[src/hdl/clut_pkg.sv]
package clut_pkg;

  localparam int IDX_W      = 8;
  localparam int WORD_W     = 16;
  localparam int CH_W       = 8;
  localparam int CFG_IDX_W  = 1;
  localparam int CFG_DATA_W = 2;

  localparam logic CMD_LOAD  = 1'b0;
  localparam logic CMD_TEXEL = 1'b1;

  localparam logic [CFG_IDX_W-1:0] REG_COLOR_MODE = 1'b0;
  localparam logic [CFG_IDX_W-1:0] REG_ALPHA_MODE = 1'b1;

  localparam logic [CFG_DATA_W-1:0] CMODE_IDX4 = 2'd0;
  localparam logic [CFG_DATA_W-1:0] CMODE_IDX8 = 2'd1;
  localparam logic [CFG_DATA_W-1:0] AMODE_HALF = 2'd0;

  localparam logic [CH_W-1:0] ALPHA_NONE = 8'h00;
  localparam logic [CH_W-1:0] ALPHA_HALF = 8'h7F;
  localparam logic [CH_W-1:0] ALPHA_FULL = 8'hFF;

  // round(c * 255 / 31), entry 31 first
  localparam logic [31:0][CH_W-1:0] EXPAND5 = {
    8'd255, 8'd247, 8'd239, 8'd230, 8'd222, 8'd214, 8'd206, 8'd197,
    8'd189, 8'd181, 8'd173, 8'd165, 8'd156, 8'd148, 8'd140, 8'd132,
    8'd123, 8'd115, 8'd107, 8'd99,  8'd90,  8'd82,  8'd74,  8'd66,
    8'd58,  8'd49,  8'd41,  8'd33,  8'd25,  8'd16,  8'd8,   8'd0
  };

  typedef struct packed {
    logic              valid;
    logic              texel;
    logic              direct;
    logic              miss;
    logic [WORD_W-1:0] word;
  } clut_s1_t;

endpackage

[src/hdl/clut_pal_mem.sv]
module clut_pal_mem import clut_pkg::*; #(
  parameter int DEPTH = 256,
  localparam int AW = $clog2(DEPTH)
) (
  input  logic              clk,
  input  logic              wr_en,
  input  logic [AW-1:0]     wr_addr,
  input  logic [WORD_W-1:0] wr_data,
  input  logic              rd_en,
  input  logic [AW-1:0]     rd_addr,
  output logic [WORD_W-1:0] rd_data
);

  logic [WORD_W-1:0] mem [DEPTH];

  always_ff @(posedge clk) begin
    if (wr_en) begin
      mem[wr_addr] <= wr_data;
    end
    if (rd_en) begin
      rd_data <= mem[rd_addr];
    end
  end

endmodule

[config.mk]
export PLATFORM = sky130hd
export DESIGN_NAME = clut_pal_mem
export DESIGN_NICKNAME = d
export VERILOG_FILES = /design/src/hdl/clut_pkg.sv /design/src/hdl/clut_pal_mem.sv
export SDC_FILE = /design/constraint.sdc
export NUM_CORES = 2
export LEC_CHECK = 0
export BUFFER_PORTS_ARGS = -buffer_cell sky130_fd_sc_hd__buf_4
export CAP_MARGIN = 20
export CORE_AREA = 2 2 516 569
export DETAILED_ROUTE_END_ITERATION = 16
export DIE_AREA = 0 0 518 571
export GPL_TIMING_DRIVEN = 0
export PLACE_DENSITY = 0.7
export SYNTH_ARGS = -nofsm -noshare
export SYNTH_HDL_FRONTEND = slang
export SYNTH_SLANG_ARGS = --single-unit
[constraint.sdc]
create_clock -name clk -period 3.7 [get_ports clk]
set_input_delay 0.185 -clock clk [delete_from_list [all_inputs] [get_ports clk]]
set_output_delay 0.185 -clock clk [all_outputs]
set_load 0.01 [all_outputs]
==> flow_summary.ini <==
[outcome]
status = finished, violations left
failed_checks = negative setup slack

[drt]
drcViolationCount = 0
wire_per_inst_um = 40.6
antenna_left = 0
via_count = 84015
first_iter_violations = 14278
wirelength_mm = 498
dr.pass1.iters = 6
vias_per_cell = 6.84

[synthesis]
ys_warn_count = 0
synth_edf_count = 4112
synth_area_sq_um = 159000
yosys-top-cells-area = edfxtp_1, mux4_2, mux2i_1
synth_area_per_cell_sq_um = 21.6
synth_top_area_frac = 0.777
synth-async-reset-ratio = 0
seq_area_frac_synth = 0.777
synth-seq-cells = 4112
synth_top_area_cell = edfxtp_1
synth_cell_types = 51
synth_nets = 7395
synthCells = 7360
synth_ff_type = edfxtp_1

[pwr]
vdd_drop_max_uv = 620
p_int_w = 0.0764
swShare = 0.222
power_leakage_nw = 57.8
p_per_area_nw_per_um2 = 538
p_clk_frac = 0.417
comb_power_share = 0.060
power_w = 0.0983
seq_power_share = 0.523
p_sw_w = 0.0219

[setup_path]
critPathCaptureType = flip-flop
cp.arrival_ns = 4.59
criticalPathCategory = input port to flip-flop
path_max_fanout = 10
startpoint_type = input port
critPathRequiredTime_ns = 4.34

[floorplanning]
die_area_sq_um = 296000
start_util = 0.547
rows = 208
die_h_um = 571
core_sq_um = 290000
ioPinCount = 51
chipWidth_um = 518

[clock_tree]
cts_max_path_buffers = 4
cts_setup_buffers = 0
clkSinkCount = 4112
clkLatencyLatePin_ns = 0.97
htree_levels = 5
cts_tree = done
root_buffer = clkbuf_16
cts_made_buffers = 399
cts.clk_slew.worst_paths_ns = 0.06

[sta]
hold_violations = 0
setup_slack_ns = -0.254
max_freq_mhz = 253
skew_ns = 0.0474
fin_crit_ns = 3.95
slew_viol_final = 0
tightest_slew_ns = 1.32
fin_crit_sh = 1.07
setup_violations = 16
relSlewSlack = 0.121

[grt]
grt_pass1_wl_mm = 674
grt_usage = 0.336
grt_pass1_vias = 82357
gr-total-overflow = 0
grt_start_max_net_pins = 145
antenna_found_initial = 37

[placed_design]
gp_congestion = 1.03
place_ws_ns = -2.00
dp_hpwl_mm = 341
port_buffers = 40

[finish]
finalNetCount = 8108
area_growth_pct = 15.0
nFillCells = 19430
layout-drive-gt1-share = 0.271
final_util = 0.629

[hold_path]
hold_path.class = input port to flip-flop

[job]
drv_cap = 0
-- worst max-delay path: stages --
cell and delay (ns):
buf_2 0.33, nand2b_1 0.15, buf_2 0.29, clkbuf_1 0.88
buf_1 0.85, o221ai_1 0.37, a21oi_1 0.74, nor2_1 0.33
nand4_1 0.25, nor4_2 0.16
-- cell usage after synthesis, drive strengths merged, types with 4 or more instances --
| cell | n |
|---|---|
| o221ai | 253 |
| or2 | 5 |
| inv | 4 |
| a31oi | 6 |
| nor2 | 304 |
| mux2 | 88 |
| nand3 | 35 |
| buf | 222 |
| o31ai | 16 |
| a2111oi | 6 |
| a22oi | 43 |
| nand4 | 26 |
| a211oi | 18 |
| and3 | 11 |
| mux2i | 565 |
| nor2b | 9 |
| edfxtp | 4112 |
| a221oi | 28 |
| a21oi | 175 |
| mux4 | 797 |
| nand2 | 38 |
| nor3 | 92 |
| a22o | 32 |
| nor4 | 18 |
| clkbuf | 230 |
| o22ai | 148 |
| o21ai | 38 |
| o32ai | 21 |
-- power by group through the flow --
| stage | clock (W) | combinational [W] | sequential [W] |
|---|---|---|---|
| 4_1_cts | 0.0411 | 0.00572 | 0.0514 |
| 5_1_grt | 0.0429 | 0.00590 | 0.0514 |
| 6_report | 0.0410 | 0.00585 | 0.0514 |
| 3_3_place_gp | 0 | 0.00528 | 0.0525 |
| 2_1_floorplan | 0 | 0.00253 | 0.0524 |
| 3_5_place_dp | 0 | 0.00564 | 0.0524 |
-- worst paths after layout --
| kind | slack [ns] | to | startpoint | cells past startpoint |
|---|---|---|---|---|
| setup / recovery | -0.25 | rd_data[2] | rd_addr[2] | 10 |
| hold / removal | 0.08 | mem[253][4] | wr_addr[7] | 3 |
| setup reg to reg | 0.14 | rd_data[7] | mem[135][7] | 7 |
| hold reg to reg | 1.24 | rd_data[1] | mem[232][1] | 6 |
-- final cells by class --
| class | count | area [sq um] | area share |
|---|---|---|---|
| Antenna cell | 7 | 17.5 | 0.0000959 |
| Buffer | 450 | 2730 | 0.0149 |
| Clock buffer | 471 | 10300 | 0.0564 |
| Clock inverter | 250 | 2770 | 0.0152 |
| Inverter | 4 | 15.0 | 0.0000822 |
| Multi-Input combinational cell | 2792 | 33600 | 0.184 |
| Sequential cell | 4112 | 123000 | 0.676 |
| Tap cell | 3885 | 4860 | 0.0266 |
| Timing Repair Buffer | 314 | 4940 | 0.0270 |
-- per-stage QoR --
step	setup TNS [ns]	hold WS [ns]	instances	area [sq um]
2_1_floorplan	0	0.284	7360	159000
3_3_place_gp	-2334.34	0.551	11285	164000
3_5_place_dp	-55.47	0.560	11534	169000
6_report	-2.31	0.0841	12285	183000
4_1_cts	0	0.0250	12275	183000
5_1_grt	-0.00587	0.0529	12282	183000
-- cells in the final DEF, fill, tap and decap left out, types with 56 or more instances in the layout --
master,n
edfxtp_1,4112
mux4_2,797
mux2i_1,565
clkbuf_16,401
clkbuf_1,261
o221ai_1,252
nor2_2,227
a21oi_1,174
buf_8,169
o22ai_1,148
buf_6,105
nor3_1,92
mux2_2,88
buf_2,78
clkinv_1,77
clkinv_2,72
buf_4,62
nor2_1,61
buf_16,56
-- state kept, by name, indices dropped and copies added (netlist names) --
register	count
rd_data	16
mem	4096
-- per-layer routing --
metal,track usage,vias up,wire (um)
met5,0,-,61
met4,0.228,8,41600
met3,0.0707,1283,53800
met2,0.520,5925,231000
met1,0.432,44043,172000
li1,-,32756,-
-- cell families after synthesis --
family / synth area share
AND/OR/NAND/NOR: 0.0157
flip-flops: 0.777
multiplexers: 0.155
buffers and inverters: 0.0169
AO/OA/AOI/OAI: 0.0353
-- what timing repair did --
action / CTS / global route
setup endpoints to repair: 16 / 11
cloned: 0 / 0
hold buffers: 20 / 0
hold endpoints to repair: 1687 / 0
gates resized for setup: 53 / 14
(Power assumes the default switching activity.)
