`config.mk`:
```
export PLATFORM = sky130hd
export DESIGN_NAME = clut_expand_flat
export DESIGN_NICKNAME = d
export VERILOG_FILES = /design/src/hdl/clut_pkg.sv /design/src/hdl/clut_ifs.sv /design/src/hdl/clut_expand.sv /design/src/flat_wrapper.sv
export SDC_FILE = /design/constraint.sdc
export NUM_CORES = 1
export LEC_CHECK = 0
export BUFFER_PORTS_ARGS = -buffer_cell sky130_fd_sc_hd__buf_2
export CAP_MARGIN = 20
export CORE_MARGIN = 5
export CORE_UTILIZATION = 47
export CTS_BUF_LIST = sky130_fd_sc_hd__clkbuf_8
export CTS_CLUSTER_DIAMETER = 40
export DETAILED_ROUTE_END_ITERATION = 10
export PLACE_DENSITY_LB_ADDON = 0.05
export SLEW_MARGIN = 20
export SYNTH_ARGS = -nofsm -noshare
export SYNTH_HDL_FRONTEND = slang
export SYNTH_SLANG_ARGS = --single-unit
```
`constraint.sdc`:
```
create_clock -name clk -period 4.5 [get_ports clk]
set_clock_uncertainty 0.05 [all_clocks]
set_input_delay 0.45 -clock clk [delete_from_list [all_inputs] [get_ports clk]]
set_output_delay 0.45 -clock clk [all_outputs]
set_load 0.05 [all_outputs]
```
`src/hdl/clut_pkg.sv`:
```
package clut_pkg;

  localparam int IDX_W      = 8;
  localparam int WORD_W     = 16;
  localparam int CH_W       = 8;
  localparam int CFG_IDX_W  = 1;
  localparam int CFG_DATA_W = 2;

  localparam logic CMD_LOAD  = 1'b0;
  localparam logic CMD_TEXEL = 1'b1;

  localparam logic [CFG_IDX_W-1:0] REG_COLOR_MODE = 1'b0;
  localparam logic [CFG_IDX_W-1:0] REG_ALPHA_MODE = 1'b1;

  localparam logic [CFG_DATA_W-1:0] CMODE_IDX4 = 2'd0;
  localparam logic [CFG_DATA_W-1:0] CMODE_IDX8 = 2'd1;
  localparam logic [CFG_DATA_W-1:0] AMODE_HALF = 2'd0;

  localparam logic [CH_W-1:0] ALPHA_NONE = 8'h00;
  localparam logic [CH_W-1:0] ALPHA_HALF = 8'h7F;
  localparam logic [CH_W-1:0] ALPHA_FULL = 8'hFF;

  // round(c * 255 / 31), entry 31 first
  localparam logic [31:0][CH_W-1:0] EXPAND5 = {
    8'd255, 8'd247, 8'd239, 8'd230, 8'd222, 8'd214, 8'd206, 8'd197,
    8'd189, 8'd181, 8'd173, 8'd165, 8'd156, 8'd148, 8'd140, 8'd132,
    8'd123, 8'd115, 8'd107, 8'd99,  8'd90,  8'd82,  8'd74,  8'd66,
    8'd58,  8'd49,  8'd41,  8'd33,  8'd25,  8'd16,  8'd8,   8'd0
  };

  typedef struct packed {
    logic              valid;
    logic              texel;
    logic              direct;
    logic              miss;
    logic [WORD_W-1:0] word;
  } clut_s1_t;

endpackage

```
`src/hdl/clut_ifs.sv`:
```


interface clut_out_if import clut_pkg::*; ();
  logic            valid;
  logic            ready;
  logic [CH_W-1:0] red;
  logic [CH_W-1:0] green;
  logic [CH_W-1:0] blue;
  logic [CH_W-1:0] alpha;

  modport source (output valid, red, green, blue, alpha, input ready);
  modport sink   (input valid, red, green, blue, alpha, output ready);
endinterface


```
`src/hdl/clut_expand.sv`:
```
module clut_expand import clut_pkg::*; (
  input  logic                  clk,
  input  logic                  rst,
  input  clut_s1_t              s1,
  input  logic [WORD_W-1:0]     rd_data,
  input  logic [CFG_DATA_W-1:0] alpha_mode,
  output logic                  adv,
  clut_out_if.source            pixel
);

  logic [WORD_W-1:0] color;
  logic [4:0]        r;
  logic [4:0]        g;
  logic [4:0]        b;
  logic [CH_W-1:0]   a;
  logic              valid;
  logic [CH_W-1:0]   red;
  logic [CH_W-1:0]   green;
  logic [CH_W-1:0]   blue;
  logic [CH_W-1:0]   alpha;

  assign adv = !valid || pixel.ready;

  always_comb begin
    if (s1.direct) begin
      color = s1.word;
    end else if (s1.miss) begin
      color = '0;
    end else begin
      color = rd_data;
    end
    r = color[4:0];
    g = color[9:5];
    b = color[14:10];
    if (color[15]) begin
      a = (alpha_mode == AMODE_HALF) ? ALPHA_HALF : ALPHA_FULL;
    end else if ({r, g, b} == 15'd0) begin
      a = ALPHA_NONE;
    end else begin
      a = ALPHA_FULL;
    end
  end

  always_ff @(posedge clk) begin
    if (adv) begin
      red   <= EXPAND5[r];
      green <= EXPAND5[g];
      blue  <= EXPAND5[b];
      alpha <= a;
    end
    if (rst) begin
      valid <= 1'b0;
    end else if (adv) begin
      valid <= s1.valid && s1.texel;
    end
  end

  assign pixel.valid = valid;
  assign pixel.red   = red;
  assign pixel.green = green;
  assign pixel.blue  = blue;
  assign pixel.alpha = alpha;

endmodule

```
`src/flat_wrapper.sv`:
```
// flat-port wrapper written by rule: the top's interface ports become plain ports
module clut_expand_flat import clut_pkg::*;
  (clk, rst, s1, rd_data, alpha_mode, adv, pixel_valid, pixel_red, pixel_green, pixel_blue, pixel_alpha, pixel_ready);
  clut_out_if pixel_i ();
  input  logic clk;
  input  logic rst;
  input  clut_s1_t s1;
  input  logic [WORD_W-1:0] rd_data;
  input  logic [CFG_DATA_W-1:0] alpha_mode;
  output logic adv;
  output wire logic [$bits(pixel_i.valid)-1:0] pixel_valid;
  output wire logic [$bits(pixel_i.red)-1:0] pixel_red;
  output wire logic [$bits(pixel_i.green)-1:0] pixel_green;
  output wire logic [$bits(pixel_i.blue)-1:0] pixel_blue;
  output wire logic [$bits(pixel_i.alpha)-1:0] pixel_alpha;
  input wire logic [$bits(pixel_i.ready)-1:0] pixel_ready;
  assign pixel_valid = pixel_i.valid;
  assign pixel_red = pixel_i.red;
  assign pixel_green = pixel_i.green;
  assign pixel_blue = pixel_i.blue;
  assign pixel_alpha = pixel_i.alpha;
  assign pixel_i.ready = pixel_ready;
  clut_expand u_core (.clk(clk), .rst(rst), .s1(s1), .rd_data(rd_data), .alpha_mode(alpha_mode), .adv(adv), .pixel(pixel_i));
endmodule
```
==> summary.md, run 1 <==
| Metric | Value |
|---|---|
| Antenna diode count | `0` |
| Leak | `0.0007550 uW` |
| # Post-CTS Setup Buffers | `0` |
| Crit share post-route | `47.75%` |
| Gate power share | `between 30% and 40%` |
| Outcome | `complete, no violations` |
| Die Y | `around 60 um` |
| Fill count | `between 200 and 250` |
| Crit path DAT | `between 2 and 2.5 ns` |
| Post-Route WL | `2777 um` |
| Largest net degree at the start of global routing | `26` |
| Yosys warnings | `0` |
| Hold Vio Cnt, Final | `0` |
| Die ar. | `3730 um^2` |
| First-pass GRT wire length | `4298 um` |
| Clock buffer depth | `2` |
| DR vias | `approximately 1100` |
| First-pass DRT Iterations | `4` |
| Synth Instances | `about 100` |
| Wire length per cell | `between 10 and 15 um` |
| Clk_lat worst skew | `around 0.25 ns` |
| Switching Share | `between 30% and 40%` |
| Fraction of registers with async set/reset | `0%` |
| Crit start category | `primary input` |
| Worst IR Drop VDD | `just under 200 uV` |
| Post-synthesis xor/xnor area fraction | `~2.1%` |
| Pre-CTS WS | `approximately 2.1 ns` |
| Clock root buffer master | `clkbuf_8` |
| Synth area leaders | `edfxtp_1 (56%), buf_4 (6.1%), a22o_1 (5.7%)` |
| Pwr dens | `369.7 nW/um^2` |
| Final instance area | `1595 um^2` |
| Synth Area in Compound Gates | `between 10% and 20%` |
| Worst hold-check path type | `primary input to flip-flop` |
| Final min period | `between 2 and 2.5 ns` |
| Syn avg cell area | `~12 um^2` |
| Area share of fa/ha/maj cells after synthesis | `0%` |
| Via density | `about 5.4` |
| Synthesized flop and latch total | `24` |
| Multiplexer share of the synthesized area | `0%` |
| Primary FF master, synth | `edfxtp_1` |
| Register share of total power | `a little under half` |
| Worst Tran Pin Value | `between 0.6 and 0.7 ns` |
| Nets | `between 200 and 250` |
| Synth-to-layout area growth | `30.10%` |
| Synth cell types | `31` |
| Clk sinks | `24` |
| Cts repair resizes | `0` |
| Initial antenna violation count | `0` |
| Switching Power | `approximately 210 uW` |
| Top-area cell type share of the netlist area | `between 50% and 60%` |
| PortBufs | `74` |
| Layout cells sized above 1 | `roughly 48%` |
| Total gr overflow | `0` |
| Initial drt markers | `27` |
| Unrepaired setup endpoints after global routing | `no` |
| Boundary Pins | `75` |
| DP HPWL | `2258 um` |
| Tot GR Track Use | `between 10% and 20%` |
| Count leader, synth | `edfxtp_1` |
| Placed cell areas | `1550 um^2` |
| Mapped Area | `roughly 1200 um^2` |
| Achievable Freq | `465.4 MHz` |
| Final setup vio count | `0` |
| Post-synth EDFFs | `23` |
| Hold Buf Count CTS | `0` |
| Post-route ant nets | `0` |
| Clock power share | `between 20% and 30%` |
| Max Slew Vio Count | `0` |
| Initial Util | `about half` |
| CTS tree | `built` |
| Crit path kind | `primary input to flip-flop` |
| Gpl congestion | `approximately 0.87` |
| WP data required | `~4.5 ns` |
| Worst R2R Path Depth | `2` |
| Max-cap viol count | `0` |
| Simple-Gate Fraction of Synth Area | `about an eighth` |
| Worst setup EP type | `flip-flop` |
| Fin cells | `200` |
| Total CTS buffers | `3` |
| Area leader, netlist | `edfxtp_1` |
| Syn Nets | `~140` |
| DP Cell Count | `between 150 and 200` |
| Largest family of logic cells by synthesized area | `compound AO/OA/AOI/OAI gates` |
| H-tree levels | `1` |
| Worst slew margin | `around three fifths` |
| PnR worst setup slack | `2.351 ns` |
| Vias in the first global route | `around 1000` |
| Sequential share of the synthesized area | `57.96%` |
| Rows | `18` |
| Crit path max fanout | `20` |
| Die X | `roughly 60 um` |
| Core area | `about 2500 um^2` |
| Commonest cells post-synth | `edfxtp_1 (23), buf_4 (10), nor4_1 (9), a22o_1 (8)` |
| Total negative slack | `0 ns` |
| Hold path cells | `2` |
| Clock transition at path regs | `0.08 ns` |
| DRC violations left | `0` |
| Cell Int Power | `roughly 380 uW` |
## power groups by stage
stage / logic (uW) / registers, uW / clock network [uW]
detailed placement: 191 / 281 / 0
global placement: 190 / 280 / 0
CTS: 191 / 275 / 126
floorplan: 66.8 / 361 / 0
finish: 190 / 275 / 125
global route: 200 / 278 / 138
## layout make-up
class	count	area (um^2)	share of cell area [%]
flip-flops and latches	24	710.7	44.55
multi-input cells	60	397.9	24.94
repair buffers	75	377.9	23.69
clock buffers	3	41.29	2.588
well taps	30	37.54	2.353
inverters	7	26.28	1.647
clock inverters	1	3.754	0.2353
## path summary, 6_finish.rpt
check | slack [ns] | endpoint | from
min reg2reg | 0.74 | u_core.pixel.valid | u_core.pixel.valid
min | 0.28 | u_core.pixel.valid | rst
max reg2reg | 3.45 | u_core.pixel.red[0] | u_core.pixel.valid
max | 2.35 | u_core.pixel.green[0] | s1[17]
## routing by layer
| metal | GRT usage, % | vias up | wire [um] |
|---|---|---|---|
| met5 | 0 | - | 0 |
| met4 | 5.263 | 0 | 22 |
| met3 | 3.774 | 4 | 314 |
| met2 | 24.47 | 62 | 1297 |
| met1 | 20.03 | 484 | 1143 |
| li1 | - | 529 | - |
## metrics by stage
step	power (uW)	hold slack [ns]	util, %
floorplan	427.4	0.4691	-
global placement	469.6	0.5526	62.58
detailed placement	471.4	0.5565	62.58
CTS	592.0	0.2846	64.39
global route	615.8	0.2837	64.39
finish	589.7	0.2832	64.39
## kinds of logic after synthesis
kind of cell	after synthesis
compound gates	28
xor+xnor	3
buf+inv	19
flops	24
simple gates	29
## worst max-delay path, cell delays in order
cell and delay [ns]:
buf_2 0.21, nor2_2 0.54, a22oi_1 0.23, or4_4 0.53, o21ai_2 0.07, xor2_1 0.07
## flip-flops by register name (all words and copies together), names as in the netlist
signal and flops:
u_core.pixel.red 7, u_core.pixel.valid 1, u_core.pixel.blue 7, u_core.pixel.alpha 2, u_core.pixel.green 7
## layout by cell type (no fill, tap or decap), drive strengths merged
master / instances
o31a: 1
nand4: 2
xnor2: 1
or4: 2
buf: 75
nor3: 1
nor4: 9
nand3: 2
o31ai: 1
a22o: 8
nor2b: 1
nor3b: 1
xor2: 2
a31oi: 2
a41oi: 1
o21ai: 4
dfxtp: 1
a21oi: 4
a22oi: 7
nor2: 3
nand2: 7
clkbuf: 3
edfxtp: 23
inv: 8
nand2b: 1
Note: power is estimated with default switching activity, not from simulation.
==> run 2: changes to the inputs <==
- CORE_UTILIZATION: 47 -> 40
- clock period: 4.5 -> 1.8 ns (I/O delays scaled with it)
==> run 2 against run 1 <==
  * Worst setup slack got worse by 2.1 ns
  * Power rose to 2.8 times the previous value
  * Final area rose by 7.5%
  * Clock power rose to 3.7 times the previous value
  * Final cell count rose by 6.5%
  * Clock-buffer cell count did not move
  * Global-route usage fell by 1.1 points
  * Critical path depth did not move
  * Die area rose by 15%
==> summary.md, run 2 (same netlist as run 1, synthesis figures left out) <==
| Metric | Value |
|---|---|
| Outcome | `complete, no violations` |
| Switching Power | `540.7 uW (+150%)` |
| DP Cell Count | `209 (+6.6%)` |
| Rows | `20 (+2)` |
| Vias in the first global route | `1085 (+7.0%)` |
| Initial drt markers | `19 (-30%)` |
| Clk sinks | `24 (unchanged)` |
| Largest regs | `u_core.pixel.blue x7, u_core.pixel.green x7, u_core.pixel.red x7` |
| Worst slew margin | `69.37% (+11 points)` |
| Gpl congestion | `0.8924 (+3.0%)` |
| Crit share post-route | `a little over four fifths` |
| Worst setup EP type | `flip-flop` |
| Antenna diode count | `0 (unchanged)` |
| R2r startpoint | `u_core.pixel.valid` |
| Hold path cells | `2 (unchanged)` |
| Flop2flop setup slack | `0.55 ns (-2.90 ns)` |
| H-tree levels | `1 (unchanged)` |
| Total gr overflow | `0 (unchanged)` |
| Clk_lat worst skew | `0.26 ns (about the same)` |
| Nets | `222 (+4.7%)` |
| Fin cells | `213 (+6.5%)` |
| Clock buffer depth | `2 (unchanged)` |
| Commonest cells after routing, fill and taps aside | `buf_2 (74), edfxtp_1 (23), buf_4 (10)` |
| Clock root buffer master | `clkbuf_8` |
| Hold Buf Count CTS | `0 (unchanged)` |
| Layout cells sized above 1 | `52.22% (+4.0 points)` |
| # Post-CTS Setup Buffers | `0 (unchanged)` |
| Clock power share | `27.9% (+6.8 points)` |
| First-pass GRT wire length | `4781 um (+11%)` |
| Final instance area | `1715 um^2 (+7.5%)` |
| Switching Share | `32.80% (-3.3 points)` |
| DP HPWL | `2488 um (+10%)` |
| Final min period | `approximately 1.5 ns` |
| First-pass DRT Iterations | `4 (unchanged)` |
| Placed cell areas | `1644 um^2 (+6.1%)` |
| Synth-to-layout area growth | `39.90%` |
| Hold_sp | `rst` |
| Crit start category | `primary input` |
| Post-route ant nets | `0 (unchanged)` |
| Crit path max fanout | `10 (-50%)` |
| Gate power share | `30.4% (-1.9 points)` |
| Tot GR Track Use | `14.07% (-1.1 points)` |
| Die ar. | `4273 um^2 (+15%)` |
| Cell Int Power | `1108 uW (+190%)` |
| Initial antenna violation count | `0 (unchanged)` |
| Max Slew Vio Count | `0 (unchanged)` |
| Hold Vio Cnt, Final | `0 (unchanged)` |
| Critical Path, Cell by Cell | `buf_2, nor2_2, a22oi_1, or4_4, o21ai_2, xor2_1` |
| Clock transition at path regs | `0.09 ns (about the same)` |
| Worst Hold End | `u_core.pixel.valid` |
| Total negative slack | `0 ns (unchanged)` |
| Max-cap viol count | `0 (unchanged)` |
| Unrepaired setup endpoints after global routing | `no` |
| Wire length per cell | `13.80 um (-0.63%)` |
| Leak | `0.0008184 uW (+8.4%)` |
| Worst IR Drop VDD | `379.3 uV (+95%)` |
| Boundary Pins | `75 (unchanged)` |
| Worst hold-check path type | `primary input to flip-flop` |
| Register share of total power | `41.7% (-4.9 points)` |
| WP data required | `1.76 ns (-2.71 ns)` |
| Via density | `5.141 (-4.7%)` |
| Die X | `65.37 um (+7.0%)` |
| Initial Util | `40.83% (-8.7 points)` |
| PortBufs | `74 (unchanged)` |
| Core area | `3003 um^2 (+21%)` |
| Total CTS buffers | `3 (unchanged)` |
| Largest net degree at the start of global routing | `20 (-23%)` |
| Critical path's largest stage delay | `0.51 ns (-0.03 ns)` |
| Final setup vio count | `0 (unchanged)` |
| Post-Route WL | `2939 um (+5.8%)` |
| Achievable Freq | `around 660 MHz` |
| Commonest non-fill, non-tap cell in the layout | `buf_2` |
| Crit path kind | `primary input to flip-flop` |
| Overall power | `1649 uW (+180%)` |
| FF-to-FF End | `u_core.pixel.red[2]` |
| CTS tree | `built` |
| Crit path max-delay cell type | `or4_4` |
| DRC violations left | `0 (unchanged)` |
| Pwr dens | `961.1 nW/um^2 (+160%)` |
| DR vias | `1095 (+1.5%)` |
| Worst Tran Pin Value | `0.4595 ns (-0.1588 ns)` |
| Crit path DAT | `1.48 ns (-0.63 ns)` |
| Cts repair resizes | `0 (unchanged)` |
| Die Y | `65.37 um (+7.0%)` |
| Worst R2R Path Depth | `2 (unchanged)` |
==> run 2: changes by cell type in the layout (fill, tap and decap cells not counted), sizes merged <==
cell    before  now
inv          8    7
bufinv       0    1
buf         75   85
==> run 2: power groups by stage <==
stage                     sequential [uW]  combinational, uW  clock (uW)
after CTS                             689                504         465
after global placement                699                502           0
after floorplan                       902                167           0
after global routing                  695                529         496
after detailed placement              701                503           0
final                                 687                501         460
==> run 2: layout make-up <==
| type | count | area [um^2] |
|---|---|---|
| clock buffers | 3 | 41.29 |
| clock inverters | 1 | 30.03 |
| fillers | 270 | 1287 |
| inverters | 7 | 26.28 |
| multi-input cells | 60 | 400.4 |
| flip-flops and latches | 24 | 710.7 |
| well taps | 33 | 41.29 |
| repair buffers | 85 | 465.4 |
==> run 2: per-stage QoR <==
step	hold WS [ns]	setup slack, ns	utilization, %
final	0.01087	0.2805	57.13
after global routing	0.005760	0.1747	57.13
after CTS	0.01270	0.2701	57.13
after detailed placement	0.2902	-0.01210	54.75
after global placement	0.2835	0.05205	54.75
after floorplan	0.1991	0.1871	-
==> run 2: critical path, delay by kind of cell <==
kind	cells	cell delay, ns
and+or+nand+nor	2	0.84
AOI/OAI and AO/OA	2	0.25
buffers and inverters	1	0.12
xor gates and xnor gates	1	0.08
==> run 2: layer usage <==
layer	part of all wire, %	track usage [%]
met1	46	19.21
met2	44	22.12
met3	8.4	3.248
met4	0.92	4.404
met5	0	0
==> run 2: worst max-delay path by stage <==
stage | slack [ns] | cells after the start | startpoint | to
floorplan | 0.19 | 1 | u_core.pixel.valid | u_core.pixel.alpha[6]
global placement | 0.05 | 6 | s1[17] | u_core.pixel.green[0]
detailed placement | -0.01 | 6 | s1[17] | u_core.pixel.green[0]
CTS | 0.27 | 6 | s1[17] | u_core.pixel.green[0]
global route | 0.17 | 6 | s1[17] | u_core.pixel.green[0]
finish | 0.28 | 6 | s1[17] | u_core.pixel.green[0]
==> run 3: changes to the inputs <==
- ABC_AREA: unset -> 1
- CORE_UTILIZATION: 40 -> 46
- clock period: 1.8 -> 1.5 ns (I/O delays scaled with it)
==> run 3 against run 2 <==
  * Register-to-register slack lost 0.16 ns
  * Sequential share of layout area fell by 4.0 points
  * Wire length rose by 5.9%
  * Combinational power increased by 35%
  * Sequential cell count did not move
  * Clock-buffer cell count stayed put
  * Clock power fell by 18%
  * Utilization increased by 5.5 points
  * Final cell count grew 30%
  * Final area rose by 11%
  * Power up 14%
  * Synthesized cell count increased by 52%
  * Largest cell class unchanged
==> summary.md, run 3 <==
| Metric | Value |
|---|---|
| Crit path kind | `flip-flop to output port` |
| Fill count | `253 (-6.3%)` |
| Met3 wire len | `264 um (+6.5%)` |
| Nets | `274 (+23%)` |
| Unrepaired setup endpoints after global routing | `no` |
| Largest regs | `u_core.pixel.blue x7, u_core.pixel.green x7, u_core.pixel.red x7` |
| Worst R2R Path Depth | `2 (unchanged)` |
| Clk sinks | `24 (unchanged)` |
| Routed met2 length | `1534 um (+17%)` |
| Leak | `0.001016 uW (+24%)` |
| Post-Route WL | `3113 um (+5.9%)` |
| Rows | `20 (unchanged)` |
| Worst hold-check path type | `primary input to flip-flop` |
| DRC violations left | `0 (unchanged)` |
| Worst Tran Pin Value | `0.2876 ns (-0.1718 ns)` |
| Top-area cell type share of the netlist area | `48.17% (-8.2 points)` |
| Crit path from | `u_core.pixel.valid` |
| Worst setup EP type | `output port` |
| Achievable Freq | `roughly 730 MHz` |
| Antenna diode count | `0 (unchanged)` |
| Hold Vio Cnt, Final | `0 (unchanged)` |
| Yosys warnings | `0 (unchanged)` |
| Outcome | `complete, no violations` |
| Tot GR Track Use | `14.96% (+0.89 points)` |
| Sequential share of the synthesized area | `49.56% (-8.4 points)` |
| Total gr overflow | `0 (unchanged)` |
| Initial drt markers | `31 (+12)` |
| Synth area leaders | `edfxtp_1 (48%), nand2_1 (16%), nand2_4 (7.1%)` |
| Total negative slack | `0 ns (unchanged)` |
| Max Slew Vio Count | `0 (unchanged)` |
| Post-layout util | `62.64% (+5.5 points)` |
| Crit path DAT | `1.16 ns (-0.32 ns)` |
| Flop2flop setup slack | `0.39 ns (-0.16 ns)` |
| Wire length per cell | `11.28 um (-18%)` |
| Die ar. | `4334 um^2 (+1.4%)` |
| Count leader, synth | `nand2_1` |
| # Post-CTS Setup Buffers | `0 (unchanged)` |
| FF-to-FF End | `u_core.pixel.blue[6]` |
| PnR worst setup slack | `0.1352 ns (-0.1453 ns)` |
| Metal1 wirelength | `1301 um (-4.1%)` |
| Synth Instances | `157 (+52%)` |
| Initial Util | `47.36% (+6.5 points)` |
| Syn avg cell area | `9.133 um^2 (-23%)` |
| H-tree levels | `1 (unchanged)` |
| DP HPWL | `2588 um (+4.0%)` |
| Boundary Pins | `75 (unchanged)` |
| Commonest non-fill, non-tap cell in the layout | `buf_2` |
| Pre-CTS WS | `0.01001 ns (+0.02211 ns)` |
| Syn Nets | `198 (+38%)` |
| Synthesized flop and latch total | `24 (unchanged)` |
| Layout cells sized above 1 | `43.97% (-8.3 points)` |
| Synth cell types | `20 (-35%)` |
| First-pass GRT wire length | `4974 um (+4.0%)` |
| Uppermost routed layer | `met4` |
| Register area | `710.7 um^2 (unchanged)` |
| Gpl congestion | `0.8223 (-7.9%)` |
| Commonest cells post-synth | `nand2_1 (60), edfxtp_1 (23), nor2_1 (13), inv_1 (12)` |
| Post-route ant nets | `0 (unchanged)` |
| R2r startpoint | `u_core.pixel.valid` |
| Clock buffer depth | `2 (unchanged)` |
| Clk_lat worst skew | `0.25 ns (about the same)` |
| Pwr dens | `990.7 nW/um^2 (+3.1%)` |
| Final setup vio count | `0 (unchanged)` |
| Commonest cells after routing, fill and taps aside | `buf_2 (74), nand2_1 (59), edfxtp_1 (23)` |
| Final instance area | `1897 um^2 (+11%)` |
| Die X | `65.83 um (+0.71%)` |
| Max-cap viol count | `0 (unchanged)` |
| Primary FF master, synth | `edfxtp_1` |
| First-pass DRT Iterations | `2 (-2)` |
| Final min period | `1.365 ns` |
| Via density | `4.420 (-14%)` |
| PortBufs | `74 (unchanged)` |
| Initial antenna violation count | `0 (unchanged)` |
| DR vias | `1220 (+11%)` |
| Worst slew margin | `80.81% (+11 points)` |
| Crit path max fanout | `21 (+11)` |
| Post-synth EDFFs | `23 (unchanged)` |
| Placed cell areas | `1842 um^2 (+12%)` |
| Mapped Area | `1434 um^2 (+17%)` |
| Vias in the first global route | `1183 (+9.0%)` |
| Area leader, netlist | `edfxtp_1` |
| Core area | `3028 um^2 (+0.83%)` |
| Clock root buffer master | `clkbuf_8` |
| Crit share post-route | `just over 90%` |
| Worst IR Drop VDD | `406.2 uV (+7.1%)` |
| Clock transition at path regs | `0.08 ns (about the same)` |
| Largest net degree at the start of global routing | `22 (+10%)` |
| Crit start category | `flip-flop` |
| Hold slack | `0.06953 ns (+0.05866 ns)` |
| WP data required | `1.30 ns (-0.46 ns)` |
| CP Capture Point | `adv` |
| Multi-input gate area | `575.6 um^2 (+44%)` |
| Synth-to-layout area growth | `32.29%` |
| Total CTS buffers | `3 (unchanged)` |
| Die Y | `65.83 um (+0.71%)` |
| Fraction of registers with async set/reset | `0% (unchanged)` |
| CTS tree | `built` |
==> run 3: cell types whose count changed after synthesis, moves of 8 or more <==
| cell | delta |
|---|---|
| nand2_4 | +9 |
| nor2_1 | +11 |
| a22o_1 | -8 |
| nor4_1 | -9 |
| nand2_1 | +53 |
==> run 3: worst min-delay path by stage <==
| stage | slack [ns] | end | from | cells past startpoint |
|---|---|---|---|---|
| 2_1_floorplan | 0.17 | u_core.pixel.valid | rst | 1 |
| 3_3_place_gp | 0.25 | u_core.pixel.valid | rst | 2 |
| 3_5_place_dp | 0.26 | u_core.pixel.valid | rst | 2 |
| 4_1_cts | 0.07 | u_core.pixel.valid | s1[18] | 3 |
| 5_1_grt | 0.06 | u_core.pixel.valid | s1[18] | 3 |
| 6_report | 0.07 | u_core.pixel.valid | s1[18] | 3 |
==> run 3: kinds of logic after synthesis <==
group,share of synthesized area [%]
AND/OR/NAND/NOR,31.76
AO/OA/AOI/OAI,7.854
buffers and inverters,10.82
flip-flops,49.56
==> run 3: where the power goes <==
part / total, uW / switching, uW / internal (uW)
logic: 675 / 496 / 179
clock network: 377 / 195 / 182
registers: 827 / 17.4 / 809
total: 1880 / 708 / 1170
==> run 3: final cells by class <==
cell class / instances / share of cell area [%]
clock buffers: 3 / 2.177
clock inverters: 1 / 0.1979
inverters: 12 / 2.375
multi-input cells: 109 / 30.34
flip-flops and latches: 24 / 37.47
well taps: 44 / 2.902
repair buffers: 83 / 24.54
==> run 3: critical path, stage by stage (launching register included) <==
cell,delay (ns)
dfxtp_1,0.34
nand2_4,0.24
buf_2,0.32
==> run 3: per-layer routing <==
layer  global-route usage [%]  up-vias
met3                    3.231        2
met2                    27.41       44
met5                        0        -
met1                    17.68      532
met4                    3.368        0
li1                         -      642
==> run 3: per-stage QoR <==
step / power (uW) / instances
3_5_place_dp: 1519 / 271
4_1_cts: 1895 / 276
5_1_grt: 1971 / 276
6_report: 1879 / 276
3_3_place_gp: 1512 / 271
2_1_floorplan: 1366 / 157
==> run 3: timing repair <==
item | 4_1_cts | 5_1_grt
resized for setup | 0 | 0
endpoints found under the hold margin | 1 | 0
hold buffers | 1 | 0
